## src/hw/rtl/sirc_pkg.sv

```systemverilog
// types, constants and reciprocal table for the radix text converter
`timescale 1ns / 1ps
`default_nettype none

package sirc_pkg;

  localparam int unsigned VALUE_W   = 32;
  localparam int unsigned CHAR_W    = 8;
  localparam int unsigned RADIX_W   = 5;
  localparam int unsigned CFG_IDX_W = 8;
  localparam int unsigned CFG_DAT_W = 64;
  localparam int unsigned SLOTS     = 16;
  localparam int unsigned SLOT_W    = 4;
  localparam int unsigned MAX_DIGITS = 32;
  localparam int unsigned NDIG_W    = 6;

  typedef logic signed [VALUE_W-1:0] value_t;
  typedef logic [CHAR_W-1:0]         char_t;
  typedef logic [RADIX_W-1:0]        radix_t;
  typedef logic [CFG_IDX_W-1:0]      cfg_idx_t;
  typedef logic [CFG_DAT_W-1:0]      cfg_dat_t;

  // register indexes
  localparam cfg_idx_t CFG_RADIX        = 8'd0;
  localparam cfg_idx_t CFG_SYMBOLS_LOW  = 8'd1;
  localparam cfg_idx_t CFG_SYMBOLS_HIGH = 8'd2;

  localparam char_t  CHAR_MINUS = 8'h2D;
  localparam char_t  CHAR_PLUS  = 8'h2B;
  localparam char_t  CHAR_LOW   = 8'd32;
  localparam char_t  CHAR_HIGH  = 8'd126;
  localparam radix_t MIN_RADIX  = 5'd2;

  // floor(2^32 / r): estimate of the quotient is exact or one short
  function automatic logic [31:0] recip(input radix_t r);
    logic [31:0] res;
    case (r)
      5'd2:    res = 32'h8000_0000;
      5'd3:    res = 32'h5555_5555;
      5'd4:    res = 32'h4000_0000;
      5'd5:    res = 32'h3333_3333;
      5'd6:    res = 32'h2AAA_AAAA;
      5'd7:    res = 32'h2492_4924;
      5'd8:    res = 32'h2000_0000;
      5'd9:    res = 32'h1C71_C71C;
      5'd10:   res = 32'h1999_9999;
      5'd11:   res = 32'h1745_D174;
      5'd12:   res = 32'h1555_5555;
      5'd13:   res = 32'h13B1_3B13;
      5'd14:   res = 32'h1249_2492;
      5'd15:   res = 32'h1111_1111;
      5'd16:   res = 32'h1000_0000;
      default: res = 32'h0000_0000;
    endcase
    return res;
  endfunction

endpackage

`default_nettype wire

```

## src/hw/rtl/sirc_if.sv

```systemverilog
// valid/ready channel interfaces: value in, character out, register writes
`timescale 1ns / 1ps
`default_nettype none

interface sirc_in_if;
  logic            valid;
  logic            ready;
  sirc_pkg::value_t value;
  modport source (output valid, output value, input ready);
  modport sink   (input valid, input value, output ready);
endinterface

interface sirc_out_if;
  logic            valid;
  logic            ready;
  sirc_pkg::char_t character;
  logic            last;
  modport source (output valid, output character, output last, input ready);
  modport sink   (input valid, input character, input last, output ready);
endinterface

interface sirc_cfg_if;
  logic               valid;
  logic               ready;
  sirc_pkg::cfg_idx_t index;
  sirc_pkg::cfg_dat_t data;
  modport source (output valid, output index, output data, input ready);
  modport sink   (input valid, input index, input data, output ready);
endinterface

`default_nettype wire

```

## src/hw/rtl/signed_int_to_radix_chars_core.sv

```systemverilog
// signed 32-bit value to text in a configurable radix, one character per word
//
//  channel | dir | payload            | word
//  in_i    | in  | value[31:0] signed | one value to convert
//  out_o   | out | character[7:0],last| one character, last marks end of text
//  cfg_i   | in  | index[7:0],data[63:0] | register write, always ready
//
// a value passes the symbol check, then takes a multiply and a correction step per digit
// on the shared 32x32 reciprocal multiplier, then the sign and one character per cycle go
// out while the receiver is ready
// no new value is taken until the last character sits in the output register
// output stalls hold the sequencer in the sign and emit states; reset clears registers to 0
`timescale 1ns / 1ps
`default_nettype none

module signed_int_to_radix_chars_core #(
  parameter int unsigned MAX_BASE = 16
) (
  input  wire            clk_i,
  input  wire            rst_ni,
  sirc_in_if.sink        in_i,
  sirc_out_if.source     out_o,
  sirc_cfg_if.sink       cfg_i
);

  localparam int unsigned DIGIT_W = (MAX_BASE > 2) ? $clog2(MAX_BASE) : 1;

  typedef enum logic [2:0] {
    ST_IDLE,
    ST_CHECK,
    ST_MUL,
    ST_CORR,
    ST_SIGN,
    ST_EMIT
  } state_e;

  state_e                        state_q, state_d;
  logic [31:0]                   mag_q, mag_d;
  logic                          neg_q, neg_d;
  logic [sirc_pkg::NDIG_W-1:0]   ndig_q, ndig_d;
  logic [63:0]                   prod_q, prod_d;
  logic                          out_valid_q, out_valid_d;
  sirc_pkg::char_t               out_char_q, out_char_d;
  logic                          out_last_q, out_last_d;
  sirc_pkg::radix_t              radix_q, radix_d;
  sirc_pkg::cfg_dat_t            sym_lo_q, sym_lo_d;
  sirc_pkg::cfg_dat_t            sym_hi_q, sym_hi_d;

  logic [DIGIT_W-1:0]            digit_mem [sirc_pkg::MAX_DIGITS];
  logic                          digit_we;
  logic [DIGIT_W-1:0]            digit_wr;

  sirc_pkg::char_t               sym [sirc_pkg::SLOTS];
  logic                          set_ok;
  logic                          slot_free;
  logic [31:0]                   val_u;
  logic [31:0]                   q_est, qr, rem_raw, rem_fix, q_fix;
  logic                          corr;
  logic [4:0]                    rd_idx;
  logic [DIGIT_W-1:0]            rd_digit;

  always_comb begin
    for (int k = 0; k < 8; k++) begin
      sym[k]     = sym_lo_q[8*k +: 8];
      sym[k + 8] = sym_hi_q[8*k +: 8];
    end
  end

  // symbol set check over the slots in use
  always_comb begin
    set_ok = (radix_q >= sirc_pkg::MIN_RADIX) &&
             (32'(radix_q) <= MAX_BASE) &&
             (32'(radix_q) <= sirc_pkg::SLOTS);
    for (int i = 0; i < sirc_pkg::SLOTS; i++) begin
      if (5'(i) < radix_q) begin
        if (sym[i] == sirc_pkg::CHAR_MINUS || sym[i] == sirc_pkg::CHAR_PLUS ||
            sym[i] <= sirc_pkg::CHAR_LOW || sym[i] > sirc_pkg::CHAR_HIGH) begin
          set_ok = 1'b0;
        end
        for (int j = i + 1; j < sirc_pkg::SLOTS; j++) begin
          if (5'(j) < radix_q && sym[j] == sym[i]) begin
            set_ok = 1'b0;
          end
        end
      end
    end
  end

  // quotient estimate from the registered product, then one correction step
  assign q_est   = prod_q[63:32];
  assign qr      = q_est * 32'(radix_q);
  assign rem_raw = mag_q - qr;
  assign corr    = rem_raw >= 32'(radix_q);
  assign rem_fix = corr ? (rem_raw - 32'(radix_q)) : rem_raw;
  assign q_fix   = q_est + 32'(corr);

  assign val_u     = in_i.value;
  assign slot_free = !out_valid_q || out_o.ready;
  assign rd_idx    = 5'(ndig_q - 6'd1);
  assign rd_digit  = digit_mem[rd_idx];

  assign in_i.ready  = (state_q == ST_IDLE);
  assign cfg_i.ready = 1'b1;
  assign out_o.valid     = out_valid_q;
  assign out_o.character = out_char_q;
  assign out_o.last      = out_last_q;

  always_comb begin
    state_d     = state_q;
    mag_d       = mag_q;
    neg_d       = neg_q;
    ndig_d      = ndig_q;
    prod_d      = prod_q;
    out_valid_d = out_o.ready ? 1'b0 : out_valid_q;
    out_char_d  = out_char_q;
    out_last_d  = out_last_q;
    radix_d     = radix_q;
    sym_lo_d    = sym_lo_q;
    sym_hi_d    = sym_hi_q;
    digit_we    = 1'b0;
    digit_wr    = DIGIT_W'(rem_fix);

    if (cfg_i.valid) begin
      case (cfg_i.index)
        sirc_pkg::CFG_RADIX:        radix_d  = cfg_i.data[sirc_pkg::RADIX_W-1:0];
        sirc_pkg::CFG_SYMBOLS_LOW:  sym_lo_d = cfg_i.data;
        sirc_pkg::CFG_SYMBOLS_HIGH: sym_hi_d = cfg_i.data;
        default: ;
      endcase
    end

    case (state_q)
      ST_IDLE: begin
        if (in_i.valid) begin
          neg_d   = val_u[31];
          mag_d   = val_u[31] ? (32'd0 - val_u) : val_u;
          ndig_d  = '0;
          state_d = ST_CHECK;
        end
      end
      ST_CHECK: begin
        state_d = set_ok ? ST_MUL : ST_IDLE;
      end
      ST_MUL: begin
        prod_d  = 64'(mag_q) * 64'(sirc_pkg::recip(radix_q));
        state_d = ST_CORR;
      end
      ST_CORR: begin
        digit_we = 1'b1;
        mag_d    = q_fix;
        ndig_d   = ndig_q + 6'd1;
        if (q_fix == 32'd0 || ndig_q == 6'(sirc_pkg::MAX_DIGITS - 1)) begin
          state_d = ST_SIGN;
        end else begin
          state_d = ST_MUL;
        end
      end
      ST_SIGN: begin
        if (!neg_q) begin
          state_d = ST_EMIT;
        end else if (slot_free) begin
          out_valid_d = 1'b1;
          out_char_d  = sirc_pkg::CHAR_MINUS;
          out_last_d  = 1'b0;
          state_d     = ST_EMIT;
        end
      end
      ST_EMIT: begin
        if (slot_free) begin
          out_valid_d = 1'b1;
          out_char_d  = sym[sirc_pkg::SLOT_W'(rd_digit)];
          out_last_d  = (ndig_q == 6'd1);
          ndig_d      = ndig_q - 6'd1;
          if (ndig_q == 6'd1) begin
            state_d = ST_IDLE;
          end
        end
      end
      default: state_d = ST_IDLE;
    endcase
  end

  always_ff @(posedge clk_i or negedge rst_ni) begin
    if (!rst_ni) begin
      state_q     <= ST_IDLE;
      mag_q       <= '0;
      neg_q       <= 1'b0;
      ndig_q      <= '0;
      prod_q      <= '0;
      out_valid_q <= 1'b0;
      out_char_q  <= '0;
      out_last_q  <= 1'b0;
      radix_q     <= '0;
      sym_lo_q    <= '0;
      sym_hi_q    <= '0;
    end else begin
      state_q     <= state_d;
      mag_q       <= mag_d;
      neg_q       <= neg_d;
      ndig_q      <= ndig_d;
      prod_q      <= prod_d;
      out_valid_q <= out_valid_d;
      out_char_q  <= out_char_d;
      out_last_q  <= out_last_d;
      radix_q     <= radix_d;
      sym_lo_q    <= sym_lo_d;
      sym_hi_q    <= sym_hi_d;
    end
  end

  // digit buffer, least significant digit at the bottom
  always_ff @(posedge clk_i) begin
    if (digit_we) begin
      digit_mem[ndig_q[4:0]] <= digit_wr;
    end
  end

  // the one correction step always lands the remainder below the radix
  assert property (@(posedge clk_i) disable iff (!rst_ni)
    (state_q == ST_CORR) |-> (rem_raw < {26'd0, radix_q, 1'b0}))
    else $error("quotient estimate off by more than one");

  assert property (@(posedge clk_i) disable iff (!rst_ni)
    (state_q == ST_CORR) |-> (rem_fix < 32'(radix_q)))
    else $error("digit not below radix");

  assert property (@(posedge clk_i) disable iff (!rst_ni)
    ndig_q <= 6'(sirc_pkg::MAX_DIGITS))
    else $error("digit count overflow");

  assert property (@(posedge clk_i) disable iff (!rst_ni)
    (state_q == ST_EMIT) |-> (ndig_q != 6'd0))
    else $error("emit with empty digit buffer");

  assert property (@(posedge clk_i) disable iff (!rst_ni)
    (state_q == ST_EMIT && slot_free && ndig_q == 6'd1) |=> out_valid_q && out_last_q)
    else $error("final character not marked last");

endmodule

`default_nettype wire

```

## src/flat_wrapper.sv

```systemverilog
// flat-port wrapper written by rule: the top's interface ports become plain ports
module signed_int_to_radix_chars_core_flat 
#(
  parameter int unsigned MAX_BASE = 16
)
  (clk_i, rst_ni, in_i_valid, in_i_value, in_i_ready, out_o_valid, out_o_character, out_o_last, out_o_ready, cfg_i_valid, cfg_i_index, cfg_i_data, cfg_i_ready);
  sirc_in_if in_i_i ();
  sirc_out_if out_o_i ();
  sirc_cfg_if cfg_i_i ();
  input  wire clk_i;
  input  wire rst_ni;
  input wire logic [$bits(in_i_i.valid)-1:0] in_i_valid;
  input wire logic [$bits(in_i_i.value)-1:0] in_i_value;
  output wire logic [$bits(in_i_i.ready)-1:0] in_i_ready;
  output wire logic [$bits(out_o_i.valid)-1:0] out_o_valid;
  output wire logic [$bits(out_o_i.character)-1:0] out_o_character;
  output wire logic [$bits(out_o_i.last)-1:0] out_o_last;
  input wire logic [$bits(out_o_i.ready)-1:0] out_o_ready;
  input wire logic [$bits(cfg_i_i.valid)-1:0] cfg_i_valid;
  input wire logic [$bits(cfg_i_i.index)-1:0] cfg_i_index;
  input wire logic [$bits(cfg_i_i.data)-1:0] cfg_i_data;
  output wire logic [$bits(cfg_i_i.ready)-1:0] cfg_i_ready;
  assign in_i_i.valid = in_i_valid;
  assign in_i_i.value = in_i_value;
  assign in_i_ready = in_i_i.ready;
  assign out_o_valid = out_o_i.valid;
  assign out_o_character = out_o_i.character;
  assign out_o_last = out_o_i.last;
  assign out_o_i.ready = out_o_ready;
  assign cfg_i_i.valid = cfg_i_valid;
  assign cfg_i_i.index = cfg_i_index;
  assign cfg_i_i.data = cfg_i_data;
  assign cfg_i_ready = cfg_i_i.ready;
  signed_int_to_radix_chars_core #(.MAX_BASE(MAX_BASE)) u_core (.clk_i(clk_i), .rst_ni(rst_ni), .in_i(in_i_i), .out_o(out_o_i), .cfg_i(cfg_i_i));
endmodule
```

## config.mk

```make
export PLATFORM = sky130hd
export DESIGN_NAME = signed_int_to_radix_chars_core_flat
export DESIGN_NICKNAME = d
export VERILOG_FILES = /design/src/hw/rtl/sirc_pkg.sv /design/src/hw/rtl/sirc_if.sv /design/src/hw/rtl/signed_int_to_radix_chars_core.sv /design/src/flat_wrapper.sv
export SDC_FILE = /design/constraint.sdc
export NUM_CORES = 2
export LEC_CHECK = 0
export BUFFER_PORTS_ARGS = -buffer_cell sky130_fd_sc_hd__buf_4
export CORE_ASPECT_RATIO = 1.25
export CORE_UTILIZATION = 55
export DETAILED_ROUTE_END_ITERATION = 16
export MAX_ROUTING_LAYER = met4
export PLACE_DENSITY = 0.67
export SYNTH_ARGS = -nofsm -noshare
export SYNTH_HDL_FRONTEND = slang
export SYNTH_SLANG_ARGS = --single-unit
export TNS_END_PERCENT = 5
```

## constraint.sdc

```tcl
create_clock -name clk_i -period 24.6 [get_ports clk_i]
set_clock_uncertainty 0.1 [all_clocks]
set_input_delay 2.46 -clock clk_i [delete_from_list [all_inputs] [get_ports clk_i]]
set_output_delay 2.46 -clock clk_i [all_outputs]
set_load 0.03 [all_outputs]
```

==> impl_results.md <==
* Final non-filler cell total at 8559
* Final Setup Violations at 0
* Syn_nets at 8535
* # H-tree levels at 2
* Post-synth top area share at 0.309
* Total CTS buffers at 38
* Flops & latches, synth at 345
* Clock Tree Root: clkbuf_16
* Final hold vios at 0
* NetSw at roughly 1.3 mW
* Maximum root-to-sink buffer count at 3
* Internal power at 1.57 mW
* Placed Cells at 8483
* Pin count of the biggest net entering global routing at 91
* P&R area growth vs syn at 6.31%
* Gr usage total at 0.418
* RSZ-0062 raised after global routing: no
* CTS tree: built
* Post-synth ARST share at 0.629
* Die Footprint at 120000 um^2
* Data arrival, critical path at 12280 ps
* CTS Sinks at roughly 350
* Mapped cell area at between 60000 and 70000 um^2
* Worst Hold Class: reg -> reg
* Port bufs at about 120
* Vias in the first global route at 55600
* Worst-skew pair later-pin latency at 630 ps
* Hold path start: u_core.sym_hi_q[21]
* Placer Congestion at approximately 1.1
* Initial antenna violation count at 10
* I/O pin count at 121
* Area leader, netlist: fa_1
* Fin crit period at roughly 12000 ps
* Total grt overflow at 0
* Max stage delay on crit path at 1110 ps
* Post-route ant nets at 0
* Leak at 32.0 nW
* Cells after Synth at 7107
* Switching share of power at 0.457
* Worst Setup SP: u_core.radix_q[2]
* Hold_ws at about 410 ps
* CTS resizes at 0
* DIE HEIGHT at 387 um
* TritonRoute pass-1 iters at 6
* Post-synth EDFFs at 128
* Vias per std cell at between 6 and 7
* Crit path max fanout at 29
* Highest clock rate at 83.8 MHz
* Area of the multi-input gates at 49900 um^2
* Setup TNS at 0 ps
* Slowest CP cell: dfrtp_1
* Vias at around 53000
* Slew Limit Headroom at 0.0507
* Die W at 310 um
* YS warnings at 0
* Initial core utilization at 0.557
* Initial DRC Count at just under 6000
* Worst vdd ir at 61.2 uV
* Area of the core at 117000 um^2
* Hold buffers post-CTS at 0
* CP startpoint kind: flip-flop
* PD cells at between 40 and 50 nW/um^2
* Pwr Total at slightly below 3 mW
* Crit-path most repeated cell: fa_1
* Share of cells above drive strength 1 at 0.0918
* DPL Wire Length at between 150 and 200 mm
* Worst-Margin Slew at between 1000 and 1500 ps
* Reg power frac at 0.241
* Launch instance of the worst register-to-register path: u_core.radix_q[2]
* Drt wl/cell at 27.7 um
* Synth Flop Type: dfrtp_1
* Kind of critical path: reg -> reg
* Required @ worst endpoint at 24940 ps
* Clk pwr share at 0.218
* Post-Place Cell Area at 67900 um^2
* Status: finished, final reports clean
* Sequential fraction of the synthesis area at 0.142
* Syn Area/Cell at between 9 and 10 um^2
* Setup Fix Bufs, Post-CTS at 0
* Commonest cells post-synth: inv_1, fa_1, xnor2_1
* Fin crit share at 0.485
* Fin nets at 8389
* Global-route wire length before repair at 357 mm
* Most numerous cell in the Yosys netlist: inv_1
* FF/Latch Area at 9280 um^2
* Number of remaining DRC errors at 0
* Final instance area at roughly 69000 um^2
* MaxCap Viol Count at 0
* Combinational power share at 0.540
* Synth unique cells at 82
* Crit end category: flip-flop
* Final Slew Violations at 0
* Synth area leaders: fa_1, xnor2_1, dfrtp_1
* Clock-pin slew on the worst setup and hold paths at around 60 ps
* Row Count at 140
* Fill cells at approximately 10000
* Final WL at around 240 mm
critical path: cells and delay by family (launching register included):
kind	cells	cell delay, ps
adder cells (fa/ha/maj)	9	4400
AND/OR/NAND/NOR	4	1100
XOR/XNOR	1	170
flip-flops	1	1110
AO/OA/AOI/OAI	9	3420
buffers and inverters	7	1440
cell usage in the layout, fill, tap and decap left out, drive strengths merged, types with 46 or more instances in the layout:
cell type and n:
buf 336, xnor2 752, nand2 725, nor3 98, nor4 102, a31oi 53, a21oi 185, o21ai 148
fa 1007, nand3 67, edfxtp 128, clkbuf 46, nand4 207, nor2 167, xor2 320, dfrtp 217
nor2b 64, inv 1144, and2 281, ha 312, mux2 141
per-stage QoR:
stage           util  setup WS, ps
6_report       0.592         12660
3_5_place_dp   0.581         13090
5_1_grt        0.592         12440
3_3_place_gp   0.581         13140
2_1_floorplan      -         15580
4_1_cts        0.592         13090
final timing paths:
check	to	slack, ps	depth (start not counted)
worst max register to register	u_core.prod_q[54]	12660	30
worst min register to register	u_core.sym_hi_q[21]	410	1
min in group asynchronous	u_core.sym_lo_q[31]	1660	1
max in group asynchronous	u_core.prod_q[56]	21190	2
worst min-delay path	u_core.sym_hi_q[21]	410	1
worst max-delay path	u_core.prod_q[54]	12660	30
per-layer routing:
| layer | GRT usage | wire (um) | vias up |
|---|---|---|---|
| li1 | - | - | 22200 |
| met5 | - | 0 | - |
| met2 | 0.613 | 105000 | 3456 |
| met1 | 0.516 | 86600 | 26600 |
| met3 | 0.0945 | 26400 | 1095 |
| met4 | 0.273 | 19700 | 0 |
sequential cells by signal (all words and copies together) (netlist names):
name and count:
u_core.state_q 3, u_core.prod_q 32, u_core.sym_lo_q 64, u_core.mag_q 32, u_core.out_o.valid 1, u_core.ndig_q 6, u_core.out_o.character 8, u_core.sym_hi_q 64
u_core.digit_mem 128, u_core.out_o.last 1, u_core.neg_q 1, u_core.radix_q 5
logic make-up (layout without fill, tap and decap cells):
family | Yosys count | in the layout | synth area share
flops | 345 | 345 | 0.142
fa+ha+maj | 1319 | 1319 | 0.369
mux | 218 | 218 | 0.0439
compound gates | 669 | 669 | 0.0652
xor+xnor | 1072 | 1072 | 0.144
buf+inv | 1665 | 1549 | 0.0968
simple gates | 1818 | 1818 | 0.139
other cells | 1 | 7 | 0.0000575
power by group through the flow:
stage	clock network (mW)	logic, mW	registers [mW]
after global routing	0.659	1.69	0.697
after global placement	0	1.49	0.705
after floorplan	0	1.00	0.689
after CTS	0.637	1.52	0.694
final	0.630	1.56	0.696
after detailed placement	0	1.51	0.705
layout make-up:
class	count	area share
Clock buffer	46	0.0146
Sequential cell	345	0.134
Tap cell	1562	0.0282
Clock inverter	24	0.00487
Multi-Input combinational cell	5097	0.720
Antenna cell	6	0.000217
Inverter	1143	0.0619
Timing Repair Buffer	336	0.0365
(Power assumes the default switching activity.)
